$ cat src/hdl/lfw_pkg.sv
// ----------------------------------------------------------------------------
// lfw_pkg
// Shared constants and controller/datapath interface types of the line fold
// block.
// ----------------------------------------------------------------------------
package lfw_pkg;

  // Default sizes of the block.
  localparam int unsigned DefMaxWidth = 63;
  localparam int unsigned DefMaxLine  = 4095;

  // Configuration port geometry and register indexes.
  localparam int unsigned CfgW    = 6;
  localparam int unsigned CfgIdxW = 2;
  localparam logic [CfgIdxW-1:0] CfgFoldWidth    = CfgIdxW'(0);
  localparam logic [CfgIdxW-1:0] CfgBreakAtBlank = CfgIdxW'(1);
  localparam logic [CfgW-1:0]    FoldWidthRst    = CfgW'(63);

  // Character codes.
  localparam logic [7:0] CharNewline = 8'd10;
  localparam logic [7:0] CharBlank   = 8'd32;
  localparam logic [7:0] CharEnd     = 8'd0;

  // Request kinds.
  localparam logic KindFlush = 1'b1;

  // Commands from the controller to the datapath.
  typedef struct packed {
    logic latch;         // capture the incoming byte
    logic take;          // write the held byte into the ring
    logic flush_start;   // set up emission of the whole buffer
    logic scan_start;    // start the blank search at the width boundary
    logic scan_dec;      // step the blank search one position back
    logic piece_start;   // set up emission of one piece
    logic piece_blank;   // the piece ends at the blank found by the search
    logic emit_byte;     // load the output register from the ring
    logic emit_nl;       // load the output register with a newline
    logic finish_flush;  // empty the buffer and restart the line
    logic finish_piece;  // drop the emitted piece from the buffer
  } lfw_cmd_t;

  // Status from the datapath to the controller.
  typedef struct packed {
    logic is_end;
    logic is_nl;
    logic len_zero;
    logic len_max;
    logic fill_zero;
    logic over_width;
    logic blank_mode;
    logic width_one;
    logic ram_blank;
    logic idx_one;
    logic emit_last;
    logic out_free;
  } lfw_stat_t;

endpackage

$ cat src/hdl/line_fold_wrapper_core.sv
// ----------------------------------------------------------------------------
// line_fold_wrapper_core
// Folds a text byte stream so that no emitted line exceeds the set width,
// breaking hard or at the last blank.
//
// Channel  Direction  Handshake              Payload
// in       input      in_valid_i/in_stall_o  kind_i, char_in_i
// out      output     out_valid_o/out_stall_i char_out_o, last_of_run_o
// cfg      input      cfg_we_i               cfg_index_i, cfg_data_i
//
// A byte that causes no break is accepted, then written into the ring.
// A break adds, in blank mode, a search over up to width-1 positions (a
// ring read and a compare each), then a ring read and an output load per
// emitted byte and the newline; a line end takes the accept, a read and a
// load per buffered byte and the newline, and a line cut adds the ring
// write after it. The byte ring is one RAM with a registered read port,
// hence the read step. Reset needs no clearing pass; out_stall_i only holds
// emission, the remaining bytes wait in the ring and the input stays stalled.
// ----------------------------------------------------------------------------
module line_fold_wrapper_core
  import lfw_pkg::*;
#(
  parameter int unsigned MAX_WIDTH = DefMaxWidth,
  parameter int unsigned MAX_LINE  = DefMaxLine
) (
  input  logic               clk_i,
  input  logic               rst_ni,
  input  logic               in_valid_i,
  output logic               in_stall_o,
  input  logic               kind_i,
  input  logic [7:0]         char_in_i,
  output logic               out_valid_o,
  input  logic               out_stall_i,
  output logic [7:0]         char_out_o,
  output logic               last_of_run_o,
  input  logic               cfg_we_i,
  input  logic [CfgIdxW-1:0] cfg_index_i,
  input  logic [CfgW-1:0]    cfg_data_i
);

  lfw_cmd_t  cmd;
  lfw_stat_t stat;

  // Sequencer.
  lfw_ctrl u_ctrl (
    .clk_i      (clk_i),
    .rst_ni     (rst_ni),
    .in_valid_i (in_valid_i),
    .in_stall_o (in_stall_o),
    .stat_i     (stat),
    .cmd_o      (cmd)
  );

  // Ring, counters and output register.
  lfw_datapath #(
    .MAX_WIDTH (MAX_WIDTH),
    .MAX_LINE  (MAX_LINE)
  ) u_datapath (
    .clk_i         (clk_i),
    .rst_ni        (rst_ni),
    .kind_i        (kind_i),
    .char_in_i     (char_in_i),
    .cfg_we_i      (cfg_we_i),
    .cfg_index_i   (cfg_index_i),
    .cfg_data_i    (cfg_data_i),
    .cmd_i         (cmd),
    .stat_o        (stat),
    .out_stall_i   (out_stall_i),
    .out_valid_o   (out_valid_o),
    .char_out_o    (char_out_o),
    .last_of_run_o (last_of_run_o)
  );

endmodule

$ cat src/hdl/lfw_ram.sv
// ----------------------------------------------------------------------------
// lfw_ram
// Generic single write port RAM with one registered read port.
// ----------------------------------------------------------------------------
module lfw_ram #(
  parameter int unsigned Width = 8,
  parameter int unsigned Depth = 64
) (
  input  logic                     clk_i,
  input  logic                     we_i,
  input  logic [$clog2(Depth)-1:0] waddr_i,
  input  logic [Width-1:0]         wdata_i,
  input  logic [$clog2(Depth)-1:0] raddr_i,
  output logic [Width-1:0]         rdata_o
);

  logic [Width-1:0] mem_q [Depth];
  logic [Width-1:0] rdata_q;

  // Write and registered read.
  always_ff @(posedge clk_i) begin
    if (we_i) begin
      mem_q[waddr_i] <= wdata_i;
    end
    rdata_q <= mem_q[raddr_i];
  end

  assign rdata_o = rdata_q;

endmodule

$ cat src/hdl/lfw_datapath.sv
// ----------------------------------------------------------------------------
// lfw_datapath
// Byte ring, line counters, configuration registers and output register of
// the line fold block.
// ----------------------------------------------------------------------------
module lfw_datapath
  import lfw_pkg::*;
#(
  parameter int unsigned MAX_WIDTH = DefMaxWidth,
  parameter int unsigned MAX_LINE  = DefMaxLine
) (
  input  logic               clk_i,
  input  logic               rst_ni,
  input  logic               kind_i,
  input  logic [7:0]         char_in_i,
  input  logic               cfg_we_i,
  input  logic [CfgIdxW-1:0] cfg_index_i,
  input  logic [CfgW-1:0]    cfg_data_i,
  input  lfw_cmd_t           cmd_i,
  output lfw_stat_t          stat_o,
  input  logic               out_stall_i,
  output logic               out_valid_o,
  output logic [7:0]         char_out_o,
  output logic               last_of_run_o
);

  localparam int unsigned Depth = 2 ** $clog2(MAX_WIDTH + 1);
  localparam int unsigned AddrW = $clog2(Depth);
  localparam int unsigned FillW = AddrW + 1;
  localparam int unsigned LenW  = $clog2(MAX_LINE + 1);

  logic [CfgW-1:0]  fold_width_q;
  logic             blank_q;
  logic [AddrW-1:0] head_q;
  logic [FillW-1:0] fill_q;
  logic [LenW-1:0]  len_q;
  logic [7:0]       byte_q;
  logic [AddrW-1:0] idx_q;
  logic [AddrW-1:0] cnt_q;
  logic [AddrW-1:0] drop_q;
  logic [7:0]       out_char_q;
  logic             out_last_q;
  logic             out_valid_q;

  logic [AddrW-1:0] width_eff;
  logic [AddrW-1:0] waddr;
  logic [AddrW-1:0] raddr;
  logic [7:0]       ram_rdata;
  logic [FillW:0]   fill_inc;
  logic             out_free;

  // Effective width: zero acts as one, values above the maximum are capped.
  always_comb begin
    if (fold_width_q == '0) begin
      width_eff = AddrW'(1);
    end else if (fold_width_q > CfgW'(MAX_WIDTH)) begin
      width_eff = AddrW'(MAX_WIDTH);
    end else begin
      width_eff = AddrW'(fold_width_q);
    end
  end

  // Ring addressing: writes append at the tail, reads go relative to the head.
  assign waddr = head_q + fill_q[AddrW-1:0];
  assign raddr = head_q + idx_q;

  lfw_ram #(
    .Width (8),
    .Depth (Depth)
  ) u_ring (
    .clk_i   (clk_i),
    .we_i    (cmd_i.take),
    .waddr_i (waddr),
    .wdata_i (byte_q),
    .raddr_i (raddr),
    .rdata_o (ram_rdata)
  );

  assign fill_inc = {1'b0, fill_q} + (FillW + 1)'(1);
  assign out_free = !out_valid_q || !out_stall_i;

  // Status toward the controller.
  always_comb begin
    stat_o.is_end     = (kind_i == KindFlush) || (char_in_i == CharEnd);
    stat_o.is_nl      = (char_in_i == CharNewline);
    stat_o.len_zero   = (len_q == '0);
    stat_o.len_max    = (len_q >= LenW'(MAX_LINE));
    stat_o.fill_zero  = (fill_q == '0);
    stat_o.over_width = (fill_inc > (FillW + 1)'(width_eff));
    stat_o.blank_mode = blank_q;
    stat_o.width_one  = (width_eff == AddrW'(1));
    stat_o.ram_blank  = (ram_rdata == CharBlank);
    stat_o.idx_one    = (idx_q == AddrW'(1));
    stat_o.emit_last  = ((AddrW + 1)'(idx_q) + (AddrW + 1)'(1)) == (AddrW + 1)'(cnt_q);
    stat_o.out_free   = out_free;
  end

  // Configuration registers, ring pointers, line length and output valid.
  always_ff @(posedge clk_i or negedge rst_ni) begin
    if (!rst_ni) begin
      fold_width_q <= FoldWidthRst;
      blank_q      <= 1'b0;
      head_q       <= '0;
      fill_q       <= '0;
      len_q        <= '0;
      out_valid_q  <= 1'b0;
    end else begin
      if (cfg_we_i && (cfg_index_i == CfgFoldWidth)) begin
        fold_width_q <= cfg_data_i;
      end
      if (cfg_we_i && (cfg_index_i == CfgBreakAtBlank)) begin
        blank_q <= cfg_data_i[0];
      end
      priority if (cmd_i.take) begin
        fill_q <= fill_inc[FillW-1:0];
        len_q  <= len_q + LenW'(1);
      end else if (cmd_i.finish_flush) begin
        head_q <= '0;
        fill_q <= '0;
        len_q  <= '0;
      end else if (cmd_i.finish_piece) begin
        head_q <= head_q + drop_q;
        fill_q <= fill_q - FillW'(drop_q);
      end else begin
        fill_q <= fill_q;
      end
      if (cmd_i.emit_byte || cmd_i.emit_nl) begin
        out_valid_q <= 1'b1;
      end else if (!out_stall_i) begin
        out_valid_q <= 1'b0;
      end
    end
  end

  // Held byte, emit and scan indexes, piece sizes and output payload.
  always_ff @(posedge clk_i) begin
    if (cmd_i.latch) begin
      byte_q <= char_in_i;
    end
    if (cmd_i.flush_start) begin
      cnt_q <= fill_q[AddrW-1:0];
      idx_q <= '0;
    end
    if (cmd_i.scan_start) begin
      idx_q <= width_eff - AddrW'(1);
    end
    if (cmd_i.scan_dec) begin
      idx_q <= idx_q - AddrW'(1);
    end
    if (cmd_i.piece_start) begin
      idx_q <= '0;
      if (cmd_i.piece_blank) begin
        cnt_q  <= idx_q;
        drop_q <= idx_q + AddrW'(1);
      end else begin
        cnt_q  <= width_eff;
        drop_q <= width_eff;
      end
    end
    if (cmd_i.emit_byte) begin
      idx_q      <= idx_q + AddrW'(1);
      out_char_q <= ram_rdata;
      out_last_q <= 1'b0;
    end
    if (cmd_i.emit_nl) begin
      out_char_q <= CharNewline;
      out_last_q <= 1'b1;
    end
  end

  assign out_valid_o   = out_valid_q;
  assign char_out_o    = out_char_q;
  assign last_of_run_o = out_last_q;

`ifndef SYNTHESIS
  // The buffer never holds more than one byte past the widest piece.
  assert property (@(posedge clk_i) disable iff (!rst_ni)
    fill_q <= FillW'(MAX_WIDTH + 1))
    else $error("line fold buffer overfilled");

  // An empty line has an empty buffer.
  assert property (@(posedge clk_i) disable iff (!rst_ni)
    (len_q == '0) |-> (fill_q == '0))
    else $error("bytes buffered on an empty line");

  // The output register is only loaded when its content is gone or leaving.
  assert property (@(posedge clk_i) disable iff (!rst_ni)
    (cmd_i.emit_byte || cmd_i.emit_nl) |-> (!out_valid_q || !out_stall_i))
    else $error("output register overwritten");

  // Every run ends with a newline, and only newlines end a run.
  assert property (@(posedge clk_i) disable iff (!rst_ni)
    out_valid_q |-> (out_last_q == (out_char_q == CharNewline)))
    else $error("run end marker out of place");
`endif

endmodule

$ cat src/hdl/lfw_ctrl.sv
// ----------------------------------------------------------------------------
// lfw_ctrl
// Sequencer of the line fold block: takes requests, runs the blank search
// and steps the emission of pieces and whole lines.
// ----------------------------------------------------------------------------
module lfw_ctrl
  import lfw_pkg::*;
(
  input  logic      clk_i,
  input  logic      rst_ni,
  input  logic      in_valid_i,
  output logic      in_stall_o,
  input  lfw_stat_t stat_i,
  output lfw_cmd_t  cmd_o
);

  typedef enum logic [6:0] {
    StIdle    = 7'b0000001,
    StTake    = 7'b0000010,
    StScanRd  = 7'b0000100,
    StScanChk = 7'b0001000,
    StEmitRd  = 7'b0010000,
    StEmitWr  = 7'b0100000,
    StNewline = 7'b1000000
  } lfw_state_e;

  lfw_state_e state_q, state_d;
  logic       piece_q, piece_d;
  logic       take_pend_q, take_pend_d;

  assign in_stall_o = (state_q != StIdle);

  // Next state and command decode.
  always_comb begin
    state_d     = state_q;
    piece_d     = piece_q;
    take_pend_d = take_pend_q;
    cmd_o       = '0;
    unique case (state_q)
      StIdle: begin
        if (in_valid_i) begin
          priority if (stat_i.is_end) begin
            if (!stat_i.len_zero) begin
              cmd_o.flush_start = 1'b1;
              piece_d           = 1'b0;
              take_pend_d       = 1'b0;
              state_d           = stat_i.fill_zero ? StNewline : StEmitRd;
            end
          end else if (stat_i.is_nl) begin
            cmd_o.flush_start = 1'b1;
            piece_d           = 1'b0;
            take_pend_d       = 1'b0;
            state_d           = stat_i.fill_zero ? StNewline : StEmitRd;
          end else begin
            cmd_o.latch = 1'b1;
            if (stat_i.len_max) begin
              // Line cut: end the current line, then take the byte.
              cmd_o.flush_start = 1'b1;
              piece_d           = 1'b0;
              take_pend_d       = 1'b1;
              state_d           = stat_i.fill_zero ? StNewline : StEmitRd;
            end else begin
              state_d = StTake;
            end
          end
        end
      end
      StTake: begin
        cmd_o.take  = 1'b1;
        take_pend_d = 1'b0;
        if (stat_i.over_width) begin
          piece_d = 1'b1;
          if (stat_i.blank_mode && !stat_i.width_one) begin
            cmd_o.scan_start = 1'b1;
            state_d          = StScanRd;
          end else begin
            cmd_o.piece_start = 1'b1;
            state_d           = StEmitRd;
          end
        end else begin
          state_d = StIdle;
        end
      end
      StScanRd: begin
        state_d = StScanChk;
      end
      StScanChk: begin
        if (stat_i.ram_blank) begin
          cmd_o.piece_start = 1'b1;
          cmd_o.piece_blank = 1'b1;
          state_d           = StEmitRd;
        end else if (stat_i.idx_one) begin
          cmd_o.piece_start = 1'b1;
          state_d           = StEmitRd;
        end else begin
          cmd_o.scan_dec = 1'b1;
          state_d        = StScanRd;
        end
      end
      StEmitRd: begin
        state_d = StEmitWr;
      end
      StEmitWr: begin
        if (stat_i.out_free) begin
          cmd_o.emit_byte = 1'b1;
          state_d         = stat_i.emit_last ? StNewline : StEmitRd;
        end
      end
      StNewline: begin
        if (stat_i.out_free) begin
          cmd_o.emit_nl = 1'b1;
          if (piece_q) begin
            cmd_o.finish_piece = 1'b1;
            state_d            = StIdle;
          end else begin
            cmd_o.finish_flush = 1'b1;
            state_d            = take_pend_q ? StTake : StIdle;
          end
        end
      end
      default: begin
        state_d = StIdle;
      end
    endcase
  end

  // State registers.
  always_ff @(posedge clk_i or negedge rst_ni) begin
    if (!rst_ni) begin
      state_q     <= StIdle;
      piece_q     <= 1'b0;
      take_pend_q <= 1'b0;
    end else begin
      state_q     <= state_d;
      piece_q     <= piece_d;
      take_pend_q <= take_pend_d;
    end
  end

endmodule

$ cat config.mk
export PLATFORM = sky130hd
export DESIGN_NAME = line_fold_wrapper_core
export DESIGN_NICKNAME = d
export VERILOG_FILES = /design/src/hdl/lfw_pkg.sv /design/src/hdl/line_fold_wrapper_core.sv /design/src/hdl/lfw_ram.sv /design/src/hdl/lfw_datapath.sv /design/src/hdl/lfw_ctrl.sv
export SDC_FILE = /design/constraint.sdc
export NUM_CORES = 1
export LEC_CHECK = 0
export ABC_AREA = 1
export BUFFER_PORTS_ARGS = -buffer_cell sky130_fd_sc_hd__buf_4
export CORE_MARGIN = 2
export CORE_UTILIZATION = 45
export DETAILED_ROUTE_END_ITERATION = 8
export GPL_ROUTABILITY_DRIVEN = 0
export SLEW_MARGIN = 20
export SYNTH_ARGS = -nofsm -noshare
export SYNTH_HDL_FRONTEND = slang
export SYNTH_SLANG_ARGS = --single-unit
$ cat constraint.sdc
create_clock -name clk_i -period 3.5 [get_ports clk_i]
set_input_delay 0.525 -clock clk_i [delete_from_list [all_inputs] [get_ports clk_i]]
set_output_delay 0.525 -clock clk_i [all_outputs]
set_load 0.02 [all_outputs]
==> out/metrics.yaml <==
status:
  status: "finished clean"
layout:
  antenna_cells: 0
  nNetsFinal: 2479
  layout.cells.most_common: "edfxtp_1"
  area_delta_synth_final_pct: 14.1
  fin_cells: 3220
  drive_above_1_share_pct: 11.0
  final_cell_mix: "538 x edfxtp_1, 464 x nor2_1, 309 x nand2_1, 306 x o21ai_0, 136 x buf_4"
global_route:
  overflow: 0
  antenna_found_initial: 0
  grt_pass1_vias: 17865
  grt_usage_pct: 22.9
  grt_pass1_wl_um: 104000
  grt_max_degree: 175
cts:
  clk_latency_ns: 0.59
  path_clk_slew_ns: 0.05
  cts_max_level: 3
  clock_sinks: 597
  root_buffer: "clkbuf_16"
  post-cts-setup-buffers: 0
  cts.path.max_buffers: 3
  cts_tree: "built"
  cts_buffers: 66
  cts_resized: 0
detailed_routing:
  wl_um: 67900
  vias: 17998
  drc: 0
  ant_nets: 0
  dr.pass1.iters: 5
  drtIter0Drc: 1585
  wl_per_cell_um: 21.1
  vias_per_cell: 5.59
sta:
  fin_crit_sh_pct: 95.9
  rsz0062_at_grt: "false"
  hold_ws_ns: 0.123
  period_needed_ns: 3.36
  fin_ws_ns: 0.142
  max_freq_mhz: 298
  setup_viol: 0
  hold_violations: 0
  tightestPinTransition_ns: 0.907
  max_slew_margin_pct: 39.3
  drv_slew: 0
  setup_tns_ns: 0
  clock_skew_ns: 0.0207
job:
  cap_violations: 0
critical_path:
  cp-end-kind: "flop"
  worstSetupStartpointType: "flop"
  arrival_ns: 3.89
  timing_worst_setup_path_type: "flop to flop"
  critPathRequiredTime_ns: 4.03
  crit_fanout: 45
floorplan:
  core_area_um2: 56600
  chipHeight_um: 244
  fp.dieW_um: 244
  rows: 87
  start_util_pct: 45.7
  boundaryPins: 33
  dieArea_um2: 59500
placed_design:
  pre_cts_ws_ns: 0.190
  dpl.hpwl_um: 42100
  io_buffers: 32
  dp.cells: 3104
power:
  p_switching_w: 0.00894
  switching_share_pct: 37.6
  leakagePower_nw: 10.7
  p_int_w: 0.0149
  power.density_nw_per_um2: 806
  pwr-share-seq_pct: 36.9
  clock_power_share_pct: 28.1
  max-vdd-ir-drop_mv: 0.690
  pwr-share-comb_pct: 35.1
synthesis:
  ys_async_sr_fraction_pct: 7.04
  yosysTopAreaCell: "edfxtp_1"
  postSynthAreaPerCell_um2: 11.2
  syn-num-nets: 2383
  synth_area_um2: 25900
  synthFlopType: "edfxtp_1"
  synth-edff-count: 538
  ys_seq_area_share_pct: 67.8
  synth.area.top_cells: "edfxtp_1 62%, nor2_1 6.7%, o21ai_0 5.9%, nand2_1 4.5%, dfrtp_1 3.4%"
  synth_top_area_share_pct: 62.4
  yosysWarnings: 0
  syn_inst: 2321
  synth_cell_types: 53
  synth-seq-cells: 597
worst_hold_path:
  hp-class: "input port to flop"
-- sequential cells by signal, indices dropped and copies added (netlist names) --
name	count
u_datapath.u_ring.mem_q	512
u_datapath.len_q	12
u_datapath.byte_q	8
u_datapath.char_out_o	8
u_datapath.u_ring.rdata_o	8
u_ctrl.state_q	7
u_datapath.fill_q	7
u_datapath.cnt_q	6
u_datapath.drop_q	6
u_datapath.fold_width_q	6
u_datapath.head_q	6
u_datapath.idx_q	6
u_ctrl.piece_q	1
u_ctrl.take_pend_q	1
u_datapath.blank_q	1
u_datapath.last_of_run_o	1
u_datapath.out_valid_o	1
-- power groups by stage --
stage | Sequential (W) | Clock, W | Combinational, W
detailed placement | 0.00890 | 0 | 0.00830
floorplan | 0.00891 | 0 | 0.00546
finish | 0.00878 | 0.00669 | 0.00835
global placement | 0.00890 | 0 | 0.00819
global route | 0.00882 | 0.00707 | 0.00924
CTS | 0.00876 | 0.00681 | 0.00835
-- stage by stage --
step           power, W  util, %  area [um^2]
2_1_floorplan    0.0144        -        25900
3_3_place_gp     0.0171     48.5        27500
3_5_place_dp     0.0172     48.5        27500
4_1_cts          0.0239     52.2        29500
5_1_grt          0.0251     52.2        29500
6_report         0.0238     52.2        29500
-- worst paths after layout --
| kind | slack (ns) | cells after the start | start | endpoint |
|---|---|---|---|---|
| worst max-delay path | 0.14 | 11 | u_datapath.idx_q[0] | u_datapath.u_ring.rdata_o[3] |
| worst min-delay path | 0.12 | 1 | char_in_i[2] | u_datapath.byte_q[2] |
| worst max register to register | 0.14 | 11 | u_datapath.idx_q[0] | u_datapath.u_ring.rdata_o[3] |
| worst min register to register | 0.46 | 2 | u_datapath.last_of_run_o | u_datapath.last_of_run_o |
| max in group asynchronous | 2.61 | 2 | rst_ni | u_datapath.len_q[3] |
| min in group asynchronous | 0.47 | 2 | rst_ni | u_datapath.blank_q |
-- worst max-delay path, stage by stage, from the launching register on --
cell and delay (ns):
edfxtp_1 0.43, ha_4 0.20, fa_4 0.68, inv_2 0.65, o21ai_0 0.32, o22ai_1 0.23, nand2_1 0.08, nand3_1 0.16
nand3_1 0.16, o21ai_1 0.18, nand2_1 0.08, nand2_1 0.09
-- what timing repair did --
item	CTS	global route
endpoints found under the hold margin	35	0
setup endpoints to repair	0	0
hold buffers	1	0
-- area by class of cell --
| cell class | count | area (um^2) |
|---|---|---|
| fill | 4949 | 27100 |
| sequential | 597 | 17600 |
| multi-input combinational | 1512 | 7450 |
| clock buffer | 90 | 1820 |
| timing repair buffer | 143 | 1150 |
| tap | 756 | 946 |
| inverter | 97 | 369 |
| clock inverter | 25 | 248 |
-- cell usage after synthesis, types with 2 or more instances --
cell type / n
o21bai_1: 3
nor3_1: 11
buf_6: 8
dfrtp_1: 35
o211ai_1: 34
clkbuf_1: 42
dfxtp_1: 17
a22o_1: 2
buf_2: 48
inv_1: 90
fa_1: 4
a21oi_1: 39
nand2_2: 2
o21ai_2: 5
nand4_1: 13
nand2_1: 309
o21ai_0: 306
dfstp_2: 7
xnor2_1: 10
nor2_2: 7
or2_2: 4
edfxtp_1: 538
nand3b_1: 2
nand3_1: 112
xor2_2: 2
xor2_1: 14
ha_1: 36
o21ai_1: 46
inv_2: 6
buf_4: 6
o22ai_1: 66
nor2_1: 464
o221ai_1: 2
buf_1: 9
or2_1: 2
o32ai_1: 2
clkbuf_2: 2
-- cell families after synthesis --
logic type	share of synthesized area [%]
AOI/OAI and AO/OA	10.9
xor gates and xnor gates	1.00
adders and majority gates	2.05
buffers and inverters	3.63
DFF	67.8
and+or+nand+nor	14.6
-- per-layer routing --
layer | track usage, % | vias up | wire (um)
met3 | 4.13 | 136 | 4100
met5 | 0 | - | 0
met2 | 38.3 | 597 | 33000
met4 | 8.48 | 0 | 2340
li1 | - | 8402 | -
met1 | 29.9 | 8863 | 28500
No activity file was read; power rests on OpenSTA's default activity.
